<file path="src/hdl/fde_pkg.sv">
// ----------------------------------------------------------------------------
// fde_pkg
// Shared codes, types and tables for the FAT32 directory entry parser.
// ----------------------------------------------------------------------------
package fde_pkg;

    // Result kinds.
    localparam logic [1:0] KIND_CHAR   = 2'd0;
    localparam logic [1:0] KIND_RECORD = 2'd1;
    localparam logic [1:0] KIND_END    = 2'd2;

    // Special byte values of a directory entry.
    localparam logic [7:0] BYTE_END   = 8'h00;
    localparam logic [7:0] BYTE_FREE  = 8'hE5;
    localparam logic [7:0] ATTR_LFN   = 8'h0F;
    localparam logic [7:0] BYTE_SPACE = 8'h20;

    // Entry layout.
    localparam logic [4:0] POS_LAST     = 5'd31;
    localparam int         ATTR_OFFSET  = 11;
    localparam int         SHORT_NAME_N = 11;

    // Long-name characters per entry.
    localparam logic [7:0] LFN_CHARS = 8'd13;
    localparam logic [3:0] LFN_LAST  = 4'd12;

    // Commands from the controller to the datapath.
    typedef struct packed {
        logic       take;          // store the accepted byte
        logic       restart;       // the accepted byte starts a new directory
        logic       setup;         // latch character emission parameters
        logic       setup_long;    // characters come from a long-name entry
        logic [3:0] setup_cnt_m1;  // sequence number of the long entry minus one
        logic       load;          // load one result into the output register
        logic [1:0] kind;
        logic       hl;            // had_long_name for a record
        logic       last;          // last_of_run for the loaded result
    } fde_cmd_t;

    // Status from the datapath to the controller.
    typedef struct packed {
        logic       at_last;       // the byte at hand is the last of an entry
        logic [7:0] first_byte;
        logic       attr_lfn;
        logic       name_empty;    // the 8.3 name is all spaces
        logic       out_free;      // the output register can take a result
        logic       char_last;     // the current character is the final one
    } fde_sts_t;

    // Entry offsets of the 13 long-name characters.
    function automatic logic [4:0] lfn_offset(input logic [3:0] k);
        logic [4:0] off;
        unique case (k)
            4'd0:    off = 5'd1;
            4'd1:    off = 5'd3;
            4'd2:    off = 5'd5;
            4'd3:    off = 5'd7;
            4'd4:    off = 5'd9;
            4'd5:    off = 5'd14;
            4'd6:    off = 5'd16;
            4'd7:    off = 5'd18;
            4'd8:    off = 5'd20;
            4'd9:    off = 5'd22;
            4'd10:   off = 5'd24;
            4'd11:   off = 5'd28;
            4'd12:   off = 5'd30;
            default: off = 5'd0;
        endcase
        return off;
    endfunction

endpackage

</file>
<file path="src/hdl/fde_datapath.sv">
// ----------------------------------------------------------------------------
// fde_datapath
// Entry byte store, byte position, character sequencing and output register.
// ----------------------------------------------------------------------------
module fde_datapath
(
    input  logic                 clk,
    input  logic                 rst_n,
    input  logic [7:0]           entry_byte,
    input  fde_pkg::fde_cmd_t    cmd,
    output fde_pkg::fde_sts_t    sts,
    output logic                 out_valid,
    input  logic                 out_stall,
    output logic [1:0]           result_kind,
    output logic [7:0]           name_index,
    output logic [7:0]           name_char,
    output logic [31:0]          file_size,
    output logic [31:0]          start_cluster,
    output logic                 had_long_name,
    output logic                 last_of_run
);

    logic [4:0]  pos_reg;
    logic [4:0]  pos_eff;
    logic [7:0]  store_reg [0:31];

    logic [3:0]  char_k_reg;
    logic        char_long_reg;
    logic [7:0]  char_base_reg;
    logic [3:0]  name_len_reg;
    logic [3:0]  name_len;
    logic [4:0]  rd_idx;
    logic        char_last;

    logic        out_valid_reg;
    logic [1:0]  kind_reg;
    logic [7:0]  index_reg;
    logic [7:0]  char_reg;
    logic [31:0] size_reg;
    logic [31:0] cluster_reg;
    logic        hl_reg;
    logic        last_reg;
    logic        out_free;

    // A new directory puts the accepted byte at offset zero.
    assign pos_eff = cmd.restart ? 5'd0 : pos_reg;

    always_ff @(posedge clk or negedge rst_n)
    begin
        if (!rst_n)
        begin
            pos_reg <= 5'd0;
        end
        else if (cmd.take)
        begin
            pos_reg <= pos_eff + 5'd1;
        end
    end

    always_ff @(posedge clk)
    begin
        if (cmd.take)
        begin
            store_reg[pos_eff] <= entry_byte;
        end
    end

    // Length of the 8.3 name once trailing spaces are dropped.
    always_comb
    begin
        name_len = 4'd0;
        for (int i = 0; i < fde_pkg::SHORT_NAME_N; i++)
        begin
            if (store_reg[i] != fde_pkg::BYTE_SPACE)
            begin
                name_len = 4'(i + 1);
            end
        end
    end

    assign char_last = char_long_reg ? (char_k_reg == fde_pkg::LFN_LAST)
                                     : (4'(char_k_reg + 4'd1) == name_len_reg);
    assign rd_idx    = char_long_reg ? fde_pkg::lfn_offset(char_k_reg)
                                     : {1'b0, char_k_reg};
    assign out_free  = !out_valid_reg || !out_stall;

    always_ff @(posedge clk or negedge rst_n)
    begin
        if (!rst_n)
        begin
            char_k_reg    <= 4'd0;
            char_long_reg <= 1'b0;
            char_base_reg <= 8'd0;
            name_len_reg  <= 4'd0;
        end
        else if (cmd.setup)
        begin
            char_k_reg    <= 4'd0;
            char_long_reg <= cmd.setup_long;
            char_base_reg <= {4'd0, cmd.setup_cnt_m1} * fde_pkg::LFN_CHARS;
            name_len_reg  <= name_len;
        end
        else if (cmd.load && cmd.kind == fde_pkg::KIND_CHAR && !char_last)
        begin
            char_k_reg <= char_k_reg + 4'd1;
        end
    end

    always_ff @(posedge clk or negedge rst_n)
    begin
        if (!rst_n)
        begin
            out_valid_reg <= 1'b0;
        end
        else if (cmd.load)
        begin
            out_valid_reg <= 1'b1;
        end
        else if (!out_stall)
        begin
            out_valid_reg <= 1'b0;
        end
    end

    always_ff @(posedge clk)
    begin
        if (cmd.load)
        begin
            kind_reg    <= cmd.kind;
            hl_reg      <= 1'b0;
            last_reg    <= cmd.last;
            index_reg   <= 8'd0;
            char_reg    <= 8'd0;
            size_reg    <= 32'd0;
            cluster_reg <= 32'd0;
            unique case (cmd.kind)
                fde_pkg::KIND_CHAR:
                begin
                    index_reg <= char_long_reg ? char_base_reg + {4'd0, char_k_reg}
                                               : {4'd0, char_k_reg};
                    char_reg  <= store_reg[rd_idx];
                end
                fde_pkg::KIND_RECORD:
                begin
                    hl_reg      <= cmd.hl;
                    size_reg    <= {store_reg[31], store_reg[30],
                                    store_reg[29], store_reg[28]};
                    cluster_reg <= {store_reg[21], store_reg[20],
                                    store_reg[27], store_reg[26]};
                end
                default:
                begin
                end
            endcase
        end
    end

    assign sts.at_last    = (pos_eff == fde_pkg::POS_LAST);
    assign sts.first_byte = store_reg[0];
    assign sts.attr_lfn   = (store_reg[fde_pkg::ATTR_OFFSET] == fde_pkg::ATTR_LFN);
    assign sts.name_empty = (name_len == 4'd0);
    assign sts.out_free   = out_free;
    assign sts.char_last  = char_last;

    assign out_valid     = out_valid_reg;
    assign result_kind   = kind_reg;
    assign name_index    = index_reg;
    assign name_char     = char_reg;
    assign file_size     = size_reg;
    assign start_cluster = cluster_reg;
    assign had_long_name = hl_reg;
    assign last_of_run   = last_reg;

    // The controller loads a result only when the output register is free.
    a_load_free: assert property (@(posedge clk) disable iff (!rst_n)
        cmd.load |-> out_free)
        else $error("result loaded into a full output register");

    // The character counter stays within one long-name entry.
    a_char_range: assert property (@(posedge clk) disable iff (!rst_n)
        char_k_reg <= fde_pkg::LFN_LAST)
        else $error("character counter out of range");

    // A short-name character lies inside the trimmed name.
    a_short_in_name: assert property (@(posedge clk) disable iff (!rst_n)
        (cmd.load && cmd.kind == fde_pkg::KIND_CHAR && !char_long_reg)
        |-> (char_k_reg < name_len_reg))
        else $error("short-name character beyond the trimmed name");

endmodule

</file>
<file path="src/hdl/fde_ctrl.sv">
// ----------------------------------------------------------------------------
// fde_ctrl
// Controller: judges each completed entry and sequences its results.
// ----------------------------------------------------------------------------
module fde_ctrl
(
    input  logic                 clk,
    input  logic                 rst_n,
    input  logic                 in_valid,
    output logic                 in_stall,
    input  logic                 dir_start,
    input  fde_pkg::fde_sts_t    sts,
    output fde_pkg::fde_cmd_t    cmd
);

    localparam logic [2:0] S_IDLE   = 3'd0;
    localparam logic [2:0] S_JUDGE  = 3'd1;
    localparam logic [2:0] S_CHARS  = 3'd2;
    localparam logic [2:0] S_RECORD = 3'd3;
    localparam logic [2:0] S_END    = 3'd4;

    logic [2:0] state_reg,   state_next;
    logic [3:0] left_reg,    left_next;
    logic       pending_reg, pending_next;
    logic       ended_reg,   ended_next;
    logic       long_reg,    long_next;
    logic       hl_reg,      hl_next;

    logic       accept;
    logic       ended_eff;
    logic [3:0] count;

    assign in_stall  = (state_reg != S_IDLE);
    assign accept    = in_valid && !in_stall;
    assign ended_eff = dir_start ? 1'b0 : ended_reg;
    assign count     = sts.first_byte[3:0];

    always_comb
    begin
        state_next   = state_reg;
        left_next    = left_reg;
        pending_next = pending_reg;
        ended_next   = ended_reg;
        long_next    = long_reg;
        hl_next      = hl_reg;

        cmd              = '0;
        cmd.restart      = accept && dir_start;
        cmd.take         = accept && !ended_eff;

        unique case (state_reg)
            S_IDLE:
            begin
                if (cmd.restart)
                begin
                    left_next    = 4'd0;
                    pending_next = 1'b0;
                    ended_next   = 1'b0;
                end
                if (cmd.take && sts.at_last)
                begin
                    state_next = S_JUDGE;
                end
            end
            S_JUDGE:
            begin
                // Entries inside an open run are taken without any checks.
                if (pending_reg)
                begin
                    if (left_reg != 4'd0)
                    begin
                        cmd.setup        = 1'b1;
                        cmd.setup_long   = 1'b1;
                        cmd.setup_cnt_m1 = left_reg - 4'd1;
                        left_next        = left_reg - 4'd1;
                        long_next        = 1'b1;
                        state_next       = S_CHARS;
                    end
                    else
                    begin
                        pending_next = 1'b0;
                        hl_next      = 1'b1;
                        state_next   = S_RECORD;
                    end
                end
                else if (sts.first_byte == fde_pkg::BYTE_END)
                begin
                    ended_next = 1'b1;
                    state_next = S_END;
                end
                else if (sts.first_byte == fde_pkg::BYTE_FREE)
                begin
                    state_next = S_IDLE;
                end
                else if (sts.attr_lfn)
                begin
                    // A run count of zero closes itself with a record.
                    if (count == 4'd0)
                    begin
                        hl_next    = 1'b1;
                        state_next = S_RECORD;
                    end
                    else
                    begin
                        cmd.setup        = 1'b1;
                        cmd.setup_long   = 1'b1;
                        cmd.setup_cnt_m1 = count - 4'd1;
                        left_next        = count - 4'd1;
                        pending_next     = 1'b1;
                        long_next        = 1'b1;
                        state_next       = S_CHARS;
                    end
                end
                else
                begin
                    hl_next = 1'b0;
                    if (sts.name_empty)
                    begin
                        state_next = S_RECORD;
                    end
                    else
                    begin
                        cmd.setup  = 1'b1;
                        long_next  = 1'b0;
                        state_next = S_CHARS;
                    end
                end
            end
            S_CHARS:
            begin
                cmd.load = sts.out_free;
                cmd.kind = fde_pkg::KIND_CHAR;
                cmd.last = sts.char_last && long_reg;
                if (sts.out_free && sts.char_last)
                begin
                    state_next = long_reg ? S_IDLE : S_RECORD;
                end
            end
            S_RECORD:
            begin
                cmd.load = sts.out_free;
                cmd.kind = fde_pkg::KIND_RECORD;
                cmd.hl   = hl_reg;
                cmd.last = 1'b1;
                if (sts.out_free)
                begin
                    state_next = S_IDLE;
                end
            end
            S_END:
            begin
                cmd.load = sts.out_free;
                cmd.kind = fde_pkg::KIND_END;
                cmd.last = 1'b1;
                if (sts.out_free)
                begin
                    state_next = S_IDLE;
                end
            end
            default:
            begin
                state_next = S_IDLE;
            end
        endcase
    end

    always_ff @(posedge clk or negedge rst_n)
    begin
        if (!rst_n)
        begin
            state_reg   <= S_IDLE;
            left_reg    <= 4'd0;
            pending_reg <= 1'b0;
            ended_reg   <= 1'b0;
            long_reg    <= 1'b0;
            hl_reg      <= 1'b0;
        end
        else
        begin
            state_reg   <= state_next;
            left_reg    <= left_next;
            pending_reg <= pending_next;
            ended_reg   <= ended_next;
            long_reg    <= long_next;
            hl_reg      <= hl_next;
        end
    end

    // The last byte of an entry is always followed by its judgment.
    a_judge: assert property (@(posedge clk) disable iff (!rst_n)
        (cmd.take && sts.at_last) |=> (state_reg == S_JUDGE))
        else $error("completed entry was not judged");

    // Remaining long entries exist only inside an open run.
    a_left_pending: assert property (@(posedge clk) disable iff (!rst_n)
        (left_reg != 4'd0) |-> pending_reg)
        else $error("long entries left without an open run");

    // After the end of the directory only the end marker is still to go.
    a_ended_quiet: assert property (@(posedge clk) disable iff (!rst_n)
        ended_reg |-> (state_reg == S_IDLE || state_reg == S_END))
        else $error("activity after end of directory");

endmodule

</file>
<file path="src/hdl/fat32_directory_entry_parser.sv">
// ----------------------------------------------------------------------------
// fat32_directory_entry_parser
// Gathers directory bytes into 32-byte entries and emits name characters,
// file records and an end-of-directory marker.
// ----------------------------------------------------------------------------
//
//  Channel   Handshake              Payload
//  --------  ---------------------  ---------------------------------------
//  input     in_valid / in_stall    entry_byte, dir_start
//  output    out_valid / out_stall  result_kind, name_index, name_char,
//                                   file_size, start_cluster,
//                                   had_long_name, last_of_run
//
//  A byte that does not complete an entry is taken without a stall.
//  After the 32nd byte of an entry the controller judges the entry and then
//  walks the stored entry one result at a time (up to 13 results), each
//  loaded when the output register is free; the input stalls until the
//  last result is loaded.
//  The next byte is taken while the last result still waits in the output
//  register. A stalled output holds the register and pauses the sequence.
//  Reset clears the byte position, run state and end-of-directory flag.
// ----------------------------------------------------------------------------
module fat32_directory_entry_parser
(
    input  logic        clk,
    input  logic        rst_n,
    input  logic        in_valid,
    output logic        in_stall,
    input  logic [7:0]  entry_byte,
    input  logic        dir_start,
    output logic        out_valid,
    input  logic        out_stall,
    output logic [1:0]  result_kind,
    output logic [7:0]  name_index,
    output logic [7:0]  name_char,
    output logic [31:0] file_size,
    output logic [31:0] start_cluster,
    output logic        had_long_name,
    output logic        last_of_run
);

    fde_pkg::fde_cmd_t cmd;
    fde_pkg::fde_sts_t sts;

    fde_ctrl u_ctrl
    (
        .clk       (clk),
        .rst_n     (rst_n),
        .in_valid  (in_valid),
        .in_stall  (in_stall),
        .dir_start (dir_start),
        .sts       (sts),
        .cmd       (cmd)
    );

    fde_datapath u_datapath
    (
        .clk           (clk),
        .rst_n         (rst_n),
        .entry_byte    (entry_byte),
        .cmd           (cmd),
        .sts           (sts),
        .out_valid     (out_valid),
        .out_stall     (out_stall),
        .result_kind   (result_kind),
        .name_index    (name_index),
        .name_char     (name_char),
        .file_size     (file_size),
        .start_cluster (start_cluster),
        .had_long_name (had_long_name),
        .last_of_run   (last_of_run)
    );

endmodule
</file>
<file path="config.mk">
export PLATFORM = sky130hd
export DESIGN_NAME = fat32_directory_entry_parser
export DESIGN_NICKNAME = d
export VERILOG_FILES = /design/src/hdl/fde_pkg.sv /design/src/hdl/fde_datapath.sv /design/src/hdl/fde_ctrl.sv /design/src/hdl/fat32_directory_entry_parser.sv
export SDC_FILE = /design/constraint.sdc
export NUM_CORES = 1
export LEC_CHECK = 0
export BUFFER_PORTS_ARGS = -buffer_cell sky130_fd_sc_hd__buf_2
export CAP_MARGIN = 0
export CORE_UTILIZATION = 55
export CTS_BUF_LIST = sky130_fd_sc_hd__clkbuf_8
export CTS_CLUSTER_DIAMETER = 30
export DETAILED_ROUTE_END_ITERATION = 8
export GPL_TIMING_DRIVEN = 0
export PLACE_DENSITY = 0.76
export SYNTH_ARGS = -nofsm -noshare
export SYNTH_HDL_FRONTEND = slang
export SYNTH_SLANG_ARGS = --single-unit
export TNS_END_PERCENT = 100
</file>
<file path="constraint.sdc">
create_clock -name clk -period 10.9 [get_ports clk]
set_input_delay 2.18 -clock clk [delete_from_list [all_inputs] [get_ports clk]]
set_output_delay 2.18 -clock clk [all_outputs]
set_load 0.01 [all_outputs]
</file>
==> summary.md, run 1 <==
| Metric | Value |
|---|---|
| Multi-input logic area | 4590 µm² |
| Clk_lat worst skew | 0.63 ns |
| Cells along the critical path | buf_2 -> inv_1 -> nor2_1 -> nand2_1 -> clkbuf_1 -> and2_1 -> inv_1 -> ha_1 -> nand2_1 -> nor2_1 |
| Post-synth top flop | edfxtp_1 |
| Synthesized-area fraction occupied by adder cells | 2.53% |
| Post-synthesis xor/xnor area fraction | 1.15% |
| Clk buf depth | 3 |
| Max incr delay on CP | 0.78 ns |
| Final setup fails | 0 |
| Synthesized flop and latch total | 374 |
| Post-DRT Antenna Nets | 0 |
| Initial antenna violation count | 0 |
| RSZ-0062 raised after global routing | no |
| Die Y | 172 µm |
| Pwr per Cell Area | 183 nW/µm² |
| Critical Path AT | 4.72 ns |
| Async S/R FF share, synth | 9.09% |
| Pre-antenna DRT Iters | 7 |
| Clk sink count | 374 |
| Worst-margin pin slew | 0.931 ns |
| Worst Path Class, Setup | in2reg |
| Post-cts sizing count | 0 |
| Synth warn | 0 |
| Number of cells on the critical path | 10 |
| Fin nets | 1201 |
| Vias | 9695 |
| CTS Hold Bufs | 0 |
| Number of max-cap violations | 0 |
| Clk pin slew, worst setup/hold paths | 0.06 ns |
| R2r startpoint | u_datapath.store_reg[11][5] |
| Max FFs per register | 256 |
| Reg2Reg Capture Point | u_datapath.char_base_reg[7] |
| Slew Viols, Final | 0 |
| Status | complete, no violations |
| Layout cells sized above 1 | 24.6% |
| GRT overflow | 0 |
| Crit end category | flip-flop |
| Count of input and output buffers | 98 |
| Synthesized area | 15900 µm² |
| Number of global-route vias before repair | 9565 |
| Setup repair bufs after CTS | 0 |
| Critical Path Start | in_valid |
| Commonest non-fill, non-tap cell in the layout | edfxtp_1 |
| Worst Path Required | 11.13 ns |
| Synth Area in Simple Gates | 10.6% |
| Crit path max fanout | 10 |
| Setup tns final | 0 ns |
| Final period util | 41.2% |
| Total core area | 28200 µm² |
| Min cycle time layout | 4.49 ns |
| # fillers | 1943 |
| Pin count of the biggest net entering global routing | 40 |
| Gpl congestion | 0.983 |
| Number of enable flip-flop cells after synthesis | 340 |
| Critical Path End | u_datapath.store_reg[21][3] |
| CTS tree | yes |
| Post-Synthesis Mean Instance Area | 16.2 µm² |
| Compound-cell area share of the yosys netlist | 4.02% |
| Max-slew headroom | 37.2% |
| DRC violations left | 0 |
| Cells after DPL | 1463 |
| Max rail drop VDD | 0.0000841 V |
| CP Launch Type | input pin |
| FF/Latch Area | 11100 µm² |
| Syn_nets | 1029 |
| Clock Root Buffer | clkbuf_8 |
| Post-DP HPWL | 25.0 mm |
| Main combinational cell family by area after synthesis | simple AND/OR/NAND/NOR gates |
| First-pass GRT wire length | 55.4 mm |
| Max Clk Rate | 223 MHz |
| Row cnt | 61 |
| Clock buffer count from CTS | 70 |
| Die X-Extent | 172 µm |
| Antenna cells | 0 |
| CP max-delay cell | nor2_1 |
| Crit path max-delay family | simple AND/OR/NAND/NOR gates |
| LEAKAGE | 7.36 nW |
| Post-Synthesis Cells | 985 |
| R2R depth | 12 |
| Final setup skew | 0.0495 ns |
| IO Count | 99 |
| Mux share of post-synthesis cell area | 10.4% |
| Hold Crit Class | reg2reg |
| Reg-to-reg slack, setup | 7.02 ns |
| Layout Cells excl Fill | 1592 |
| Commonest non-fill, non-tap cells in the layout | edfxtp_1, buf_2, nor2_1, clkbuf_8, and3_1 |
| Final hold vios | 0 |
| Drt wl/cell | 23.1 µm |
| Iteration-0 DRC Markers | 1192 |
| Starting Density | 56.6% |
| Netlist cell types | 72 |
| Via density | 6.09 |
| Area grow syn2layout | 15.2% |
| GRT Overall Usage | 25.8% |
| Final core utilization | 65.2% |
| H-tree Lvls | 3 |
| Post-synthesis sequential area ratio | 69.4% |
| Drt total wl | 36.7 mm |
| Buffers & Inverters on Critical Path | 4 |
| Die area | 29700 µm² |
[worst min-delay path by stage]
stage | startpoint | endpoint | slack (ns) | depth (start not counted)
finish | u_datapath.char_base_reg[0] | u_datapath.char_base_reg[0] | 0.50 | 1
detailed placement | u_datapath.char_base_reg[0] | u_datapath.char_base_reg[0] | 0.48 | 1
floorplan | u_datapath.char_base_reg[0] | u_datapath.char_base_reg[0] | 0.46 | 1
CTS | u_datapath.char_base_reg[0] | u_datapath.char_base_reg[0] | 0.49 | 1
global placement | u_datapath.char_base_reg[0] | u_datapath.char_base_reg[0] | 0.47 | 1
global route | u_datapath.char_base_reg[3] | u_datapath.char_base_reg[3] | 0.51 | 1
[power by group]
group          leakage, nW  total (mW)  internal [mW]  switching, mW
clock network        0.773        1.33          0.705          0.620
logic                 2.86       0.400          0.159          0.240
registers             3.72        1.63           1.61         0.0202
[worst reg2reg max path, delay by kind of cell, from the launching register on]
kind	cells	cell delay, ns
adders and majority gates	4	1.21
AOI/OAI and AO/OA	5	1.10
and+or+nand+nor	2	0.92
DFF	1	0.39
xor gates and xnor gates	1	0.18
[layout make-up]
type	instances	area share, %
sequential	374	60.2
tap	378	2.58
buffer	47	1.26
clock inverter	58	2.34
multi-input combinational	547	25.0
timing repair buffer	100	2.89
clock buffer	71	5.32
inverter	17	0.348
[cells in the mapped netlist, types with 3 or more instances]
| cell type | instances | area [µm²] |
|---|---|---|
| nor2_1 | 72 | 270 |
| o31ai_1 | 3 | 22.5 |
| o21ai_1 | 5 | 25.0 |
| ha_1 | 29 | 363 |
| inv_1 | 17 | 63.8 |
| nand4_1 | 4 | 25.0 |
| o21ai_0 | 9 | 45.0 |
| and3_1 | 67 | 419 |
| and2b_1 | 3 | 22.5 |
| dfrtp_1 | 34 | 851 |
| mux2i_1 | 29 | 290 |
| clkbuf_1 | 22 | 82.6 |
| or3_1 | 10 | 62.6 |
| xor2_1 | 12 | 105 |
| nand3b_1 | 6 | 45.0 |
| nor3_1 | 8 | 40.0 |
| a211oi_1 | 3 | 22.5 |
| buf_4 | 8 | 60.1 |
| a21oi_1 | 15 | 75.1 |
| buf_2 | 14 | 70.1 |
| nand2_1 | 62 | 233 |
| a21o_1 | 7 | 52.6 |
| xnor2_1 | 9 | 78.8 |
| nand3_1 | 9 | 45.0 |
| nor4b_1 | 11 | 96.3 |
| nand2b_1 | 7 | 43.8 |
| o22a_1 | 4 | 35.0 |
| a22o_1 | 7 | 61.3 |
| o22ai_1 | 9 | 56.3 |
| and2_1 | 13 | 81.3 |
| a311oi_1 | 3 | 26.3 |
| mux4_2 | 58 | 1310 |
| mux2_1 | 4 | 45.0 |
| nor3b_2 | 3 | 37.5 |
| nor2b_1 | 4 | 25.0 |
| edfxtp_1 | 340 | 10200 |
| nor4_1 | 15 | 93.8 |
[logic make-up (layout without fill, tap and decap cells)]
family                   count (synthesis)  after routing
AO/OA/AOI/OAI                           90             90
adder cells (fa/ha/maj)                 31             31
AND/OR/NAND/NOR                        312            312
multiplexers                            93             93
flip-flops                             374            374
buffers and inverters                   64            293
XOR/XNOR                                21             21
[metal layers]
layer	routed length [µm]	track usage, %	part of all wire [%]
met1	14700	35.7	40
met2	17100	39.8	46
met3	3750	5.52	10
met4	1170	11.1	3.2
met5	0	0	0
[per-stage QoR]
| stage | setup WS [ns] | area [µm²] | power [mW] | hold WS, ns |
|---|---|---|---|---|
| global placement | 3.11 | 16900 | 2.04 | 0.469 |
| global route | 6.23 | 18400 | 3.46 | 0.505 |
| floorplan | 4.38 | 15900 | 1.91 | 0.456 |
| detailed placement | 5.87 | 17000 | 2.05 | 0.479 |
| finish | 6.41 | 18400 | 3.35 | 0.497 |
| CTS | 6.47 | 18400 | 3.36 | 0.493 |
Power figures use the tool's default switching activity.
==> inputs of run 2 (changes only) <==
Clock period 10.9 ns to 4.5 ns, I/O delays scaled along.
==> run 2 against run 1 <==
Against the previous run:
- sequential power grew 140%
- critical path depth up 2
- non-clock buffer count stayed put
- setup slack worse by 5.9 ns
- first-iteration DRC count grew 3.9%
- count of clock-buffer cells in the layout up 3
- largest cell class unchanged
- clock skew shrank 0.020 ns
- die area unchanged
- worst hold slack lost 0.10 ns
==> summary.md, run 2 (synthesized netlist as in run 1, its figures left out) <==
| Metric | Value |
|---|---|
| Antenna cells | 0 (unchanged) |
| RSZ-0062 raised after global routing | no |
| Worst Path Class, Setup | reg2reg |
| Starting Density | 56.6% (unchanged) |
| Via density | 6.09 (about the same) |
| Die area | 29700 µm² (unchanged) |
| Commonest non-fill, non-tap cell in the layout | edfxtp_1 |
| CTS tree | yes |
| CTS Hold Bufs | 0 (unchanged) |
| Setup repair bufs after CTS | 0 (unchanged) |
| Final setup fails | 0 (unchanged) |
| DRC violations left | 0 (unchanged) |
| GRT Overall Usage | 25.8% (about the same) |
| Max Clk Rate | 251 MHz |
| R2r startpoint | u_datapath.store_reg[11][4] |
| Clk sink count | 374 (unchanged) |
| Area grow syn2layout | 16.1% |
| Clk pin slew, worst setup/hold paths | 0.05 ns (about the same) |
| Tot Pwr | 8.44 mW (+150%) |
| Clk buf depth | 3 (unchanged) |
| Hold_ws | 0.397 ns (-0.0997 ns) |
| Post-cts sizing count | 0 (unchanged) |
| Vias | 9727 (+0.33%) |
| Drt wl/cell | 23.1 µm (about the same) |
| Crit path max fanout | 9 (-1) |
| Layout cells sized above 1 | 25.2% (+0.62 points) |
| Final hold vios | 0 (unchanged) |
| Hold Crit Class | in2async |
| Max-slew headroom | 32.0% (-5.3 points) |
| Reg2Reg Capture Point | u_datapath.char_base_reg[7] |
| R2R depth | 12 (unchanged) |
| First-pass GRT wire length | 55.5 mm (+0.30%) |
| Reg-to-reg slack, setup | 0.51 ns (-6.51 ns) |
| Iteration-0 DRC Markers | 1238 (+3.9%) |
| Post-DRT Antenna Nets | 0 (unchanged) |
| CP Launch Type | flip-flop |
| Die X-Extent | 172 µm (unchanged) |
| Gpl congestion | 0.924 (-6.1%) |
| Clock Root Buffer | clkbuf_8 |
| IO Count | 99 (unchanged) |
| Slew Viols, Final | 0 (unchanged) |
| Max rail drop VDD | 0.000248 V (+200%) |
| Final period util | 88.7% |
| Row cnt | 61 (unchanged) |
| Die Y | 172 µm (unchanged) |
| Crit end category | flip-flop |
| Total core area | 28200 µm² (unchanged) |
| Fin nets | 1205 (+0.33%) |
| Drt total wl | 36.8 mm (+0.37%) |
| Post-DP HPWL | 25.1 mm (+0.19%) |
| Initial antenna violation count | 0 (unchanged) |
| Worst Path Required | 4.98 ns (-6.15 ns) |
| # fillers | 1913 (-1.5%) |
| Pin count of the biggest net entering global routing | 39 (-2.5%) |
| Pre-antenna DRT Iters | 5 (-2) |
| LEAKAGE | 7.42 nW (+0.83%) |
| Clock buffer count from CTS | 74 (+5.7%) |
| Final setup skew | 0.0299 ns (-0.0196 ns) |
| Min cycle time layout | 3.99 ns |
| Count of input and output buffers | 98 (unchanged) |
| Critical Path AT | 4.47 ns (-0.25 ns) |
| GRT overflow | 0 (unchanged) |
| H-tree Lvls | 3 (unchanged) |
| Commonest non-fill, non-tap cells in the layout | edfxtp_1, buf_2, clkbuf_8 |
| Status | complete, no violations |
| Pwr per Cell Area | 456 nW/µm² (+150%) |
| Number of global-route vias before repair | 9525 (-0.42%) |
| Clk_lat worst skew | 0.60 ns (-0.03 ns) |
| Worst-margin pin slew | 1.01 ns (+0.0780 ns) |
| Number of max-cap violations | 0 (unchanged) |
| Max FFs per register | 256 (unchanged) |
[run 2: changes by cell type in the layout (fill, tap and decap cells not counted), moves of 2 or more]
| cell | delta |
|---|---|
| bufinv_16 | +5 |
| clkbuf_8 | +3 |
| clkinv_1 | +2 |
| clkinv_4 | +3 |
| clkinv_8 | -2 |
| inv_1 | -5 |
| inv_12 | -2 |
[run 2: worst max path at each step]
stage,start,cells after the start,endpoint
after detailed placement,u_datapath.store_reg[11][4],12,u_datapath.char_base_reg[7]
after global routing,u_datapath.store_reg[11][4],12,u_datapath.char_base_reg[7]
after floorplan,out_stall,3,u_datapath.file_size[0]
final,u_datapath.store_reg[11][4],12,u_datapath.char_base_reg[7]
after global placement,out_stall,4,u_datapath.name_char[7]
after CTS,u_datapath.store_reg[11][4],12,u_datapath.char_base_reg[7]
[run 2: cell type report]
type | instances | area, µm² | share of cell area (%)
sequential | 374 | 11100 | 59.7
multi-input combinational | 547 | 4590 | 24.8
clock buffer | 74 | 1020 | 5.50
clock inverter | 61 | 543 | 2.93
timing repair buffer | 100 | 531 | 2.87
tap | 378 | 473 | 2.55
buffer | 47 | 231 | 1.25
inverter | 17 | 63.8 | 0.345
[run 2: stage by stage]
stage	setup WS [ns]	utilization, %	TNS (ns)	instance area [µm²]	instances
6_report	0.510	65.7	0	18500	1598
5_1_grt	0.352	65.7	0	18500	1598
4_1_cts	0.527	65.7	0	18500	1598
3_5_place_dp	0.472	60.2	0	17000	1463
3_3_place_gp	-0.153	60.0	-11.79	16900	1461
2_1_floorplan	0.671	-	0	15900	985
[run 2: power by group]
group,total [mW],internal (mW),switching (mW)
registers,3.94,3.89,0.0495
logic,0.953,0.386,0.567
clock network,3.55,2.04,1.50
total,8.44,6.32,2.12
[run 2: critical path, cell delays in order, from the launching register on]
cell and delay (ns):
edfxtp_1 0.41, or4_1 0.64, nor4_1 0.33, o21a_1 0.36, o211a_1 0.32, ha_1 0.28, ha_1 0.28, ha_1 0.23
fa_1 0.41, a21o_1 0.17, a21oi_1 0.19, xor2_1 0.19, o21ai_1 0.08
[run 2: per-layer routing]
layer / part of all wire (%) / GRT usage (%) / vias up
met1: 41 / 35.2 / 4834
met2: 47 / 39.6 / 550
met3: 8.9 / 5.61 / 94
met4: 3.6 / 12.6 / 0
li1: - / - / 4249
met5: 0 / 0 / -
==> inputs of run 3 (changes only) <==
--- a/config.mk
+++ b/config.mk
@@ -11,4 +11,5 @@
 export CTS_BUF_LIST = sky130_fd_sc_hd__clkbuf_8
 export CTS_CLUSTER_DIAMETER = 30
+export CTS_CLUSTER_SIZE = 8
 export DETAILED_ROUTE_END_ITERATION = 8
 export GPL_TIMING_DRIVEN = 0
==> constraint.sdc (replaced) <==
create_clock -name clk -period 4.5 [get_ports clk]
set_input_delay 0.9 -clock clk [delete_from_list [all_inputs] [get_ports clk]]
set_output_delay 0.9 -clock clk [all_outputs]
set_load 0.02 [all_outputs]
==> run 3 against run 2 <==
Against the previous run:
- critical path depth stayed put
- sequential cell count stayed put
- largest power group unchanged
- highest routed layer unchanged
- clock power is 1% lower
==> summary.md, run 3 (synthesized netlist as in run 1, its figures left out) <==
| Metric | Value |
|---|---|
| Area grow syn2layout | 15.8% |
| Final setup fails | 0 (unchanged) |
| Hold Crit Class | in2async |
| Min cycle time layout | 3.99 ns (+0.00306 ns) |
| IO Count | 99 (unchanged) |
| Starting Density | 56.6% (unchanged) |
| GRT overflow | 0 (unchanged) |
| RSZ-0062 raised after global routing | no |
| Final hold vios | 0 (unchanged) |
| Initial antenna violation count | 0 (unchanged) |
| Buffers & Inverters on Critical Path | 0 (unchanged) |
| Max-slew headroom | 32.8% (+0.85 points) |
| Gpl congestion | 0.924 (unchanged) |
| Pwr per Cell Area | 455 nW/µm² (-0.27%) |
| GRT Overall Usage | 25.7% (-0.043 points) |
| Clock buffer count from CTS | 73 (-1.4%) |
| FF/Latch Area | 11100 µm² (unchanged) |
| Critical Path AT | 4.48 ns (about the same) |
| Commonest non-fill, non-tap cells in the layout | edfxtp_1, buf_2, clkbuf_8 |
| Drt total wl | 36.7 mm (-0.50%) |
| Multi-input logic area | 4590 µm² (unchanged) |
| Worst Path Class, Setup | reg2reg |
| Slew Viols, Final | 0 (unchanged) |
| Pre-antenna DRT Iters | 6 (+1) |
| Worst-margin pin slew | 0.997 ns (-0.0127 ns) |
| Iteration-0 DRC Markers | 1188 (-4.0%) |
| Final setup skew | 0.0342 ns (+0.00428 ns) |
| Max Clk Rate | 250 MHz (about the same) |
| CTS tree | yes |
| Status | complete, no violations |
| Worst path most repeated cell | ha_1 |
| Final core utilization | 65.5% (-0.20 points) |
| Commonest non-fill, non-tap cell in the layout | edfxtp_1 |
| Max FFs per register | 256 (unchanged) |
| Clk sink count | 374 (unchanged) |
| # fillers | 1906 (-0.37%) |
| Die area | 29700 µm² (unchanged) |
| Max rail drop VDD | 0.000244 V (-1.6%) |
| CP Launch Type | flip-flop |
| Post-cts sizing count | 0 (unchanged) |
| Die Y | 172 µm (unchanged) |
| CP max-delay cell | or4_1 |
| Cells after DPL | 1463 (unchanged) |
| Cells along the critical path | or4_1 -> nor4_1 -> o21a_1 -> o211a_1 -> ha_1 -> ha_1 -> ha_1 -> fa_1 -> a21o_1 -> a21oi_1 -> xor2_1 -> o21ai_1 |
| Setup repair bufs after CTS | 0 (unchanged) |
| Final period util | 88.7% (about the same) |
| Via density | 6.10 (+0.27%) |
| Post-DRT Antenna Nets | 0 (unchanged) |
| LEAKAGE | 7.37 nW (-0.70%) |
| Crit end category | flip-flop |
| Fin nets | 1204 (-0.083%) |
| Worst Path Required | 4.99 ns (about the same) |
| Layout cells sized above 1 | 25.4% (+0.11 points) |
| Clk_lat worst skew | 0.61 ns (about the same) |
| Clock Root Buffer | clkbuf_8 |
| Antenna cells | 0 (unchanged) |
| DRC violations left | 0 (unchanged) |
| Post-DP HPWL | 25.1 mm (unchanged) |
| Row cnt | 61 (unchanged) |
| Number of global-route vias before repair | 9519 (-0.063%) |
| Number of max-cap violations | 0 (unchanged) |
| Max incr delay on CP | 0.65 ns (about the same) |
| First-pass GRT wire length | 55.6 mm (+0.14%) |
| H-tree Lvls | 3 (unchanged) |
| Pin count of the biggest net entering global routing | 39 (unchanged) |
| Die X-Extent | 172 µm (unchanged) |
| Total core area | 28200 µm² (unchanged) |
| Crit path max-delay family | adder cells |
| Drt wl/cell | 23.1 µm (+0.32%) |
| Setup tns final | 0 ns (unchanged) |
| Layout Cells excl Fill | 1585 (-0.81%) |
| Crit path max fanout | 9 (unchanged) |
| Vias | 9674 (-0.54%) |
| Clk pin slew, worst setup/hold paths | 0.06 ns (about the same) |
| Count of input and output buffers | 98 (unchanged) |
| Clk buf depth | 3 (unchanged) |
| CTS Hold Bufs | 0 (unchanged) |
==> run 3: power by group <==
part | internal [mW] | switching [mW] | total, mW | leakage, nW
logic | 0.385 | 0.564 | 0.949 | 2.86
clock network | 2.02 | 1.48 | 3.50 | 0.782
registers | 3.89 | 0.0499 | 3.94 | 3.72
==> run 3: path summary, 6_finish.rpt <==
check,start,end,slack (ns),cells past startpoint
hold / removal,rst_n,u_datapath.char_base_reg[4],0.38,1
setup / recovery,u_datapath.store_reg[11][5],u_datapath.char_base_reg[7],0.51,12
setup reg to reg,u_datapath.store_reg[11][5],u_datapath.char_base_reg[7],0.51,12
min in group clk,u_datapath.char_base_reg[0],u_datapath.char_base_reg[0],0.50,1
max in group asynchronous,rst_n,u_datapath.pos_reg[3],3.60,1
hold reg to reg,u_datapath.char_base_reg[0],u_datapath.char_base_reg[0],0.50,1
==> run 3: final cells by class <==
cell class                      count  share of cell area [%]
Clock buffer                       74                    5.52
Multi-Input combinational cell    547                    24.9
Tap cell                          378                    2.56
Sequential cell                   374                    59.9
Inverter                           17                   0.346
Timing Repair Buffer              100                    2.87
Clock inverter                     48                    2.64
Buffer                             47                    1.25
==> run 3: through the flow <==
stage | setup slack (ns) | power, mW | hold WS, ns | cell area (µm²)
after global routing | 0.348 | 8.65 | 0.445 | 18500
after CTS | 0.526 | 8.42 | 0.394 | 18500
final | 0.507 | 8.39 | 0.382 | 18500
after floorplan | 0.671 | 4.64 | 0.456 | 15900
after detailed placement | 0.472 | 4.95 | 0.477 | 17000
after global placement | -0.153 | 4.92 | 0.474 | 16900
==> run 3: layer usage <==
layer	track usage (%)	vias up	share of wire (%)
met5	0	-	0
met4	11.6	0	3.2
met3	5.22	77	9.1
met2	39.7	537	47
met1	35.7	4832	41
li1	-	4228	-
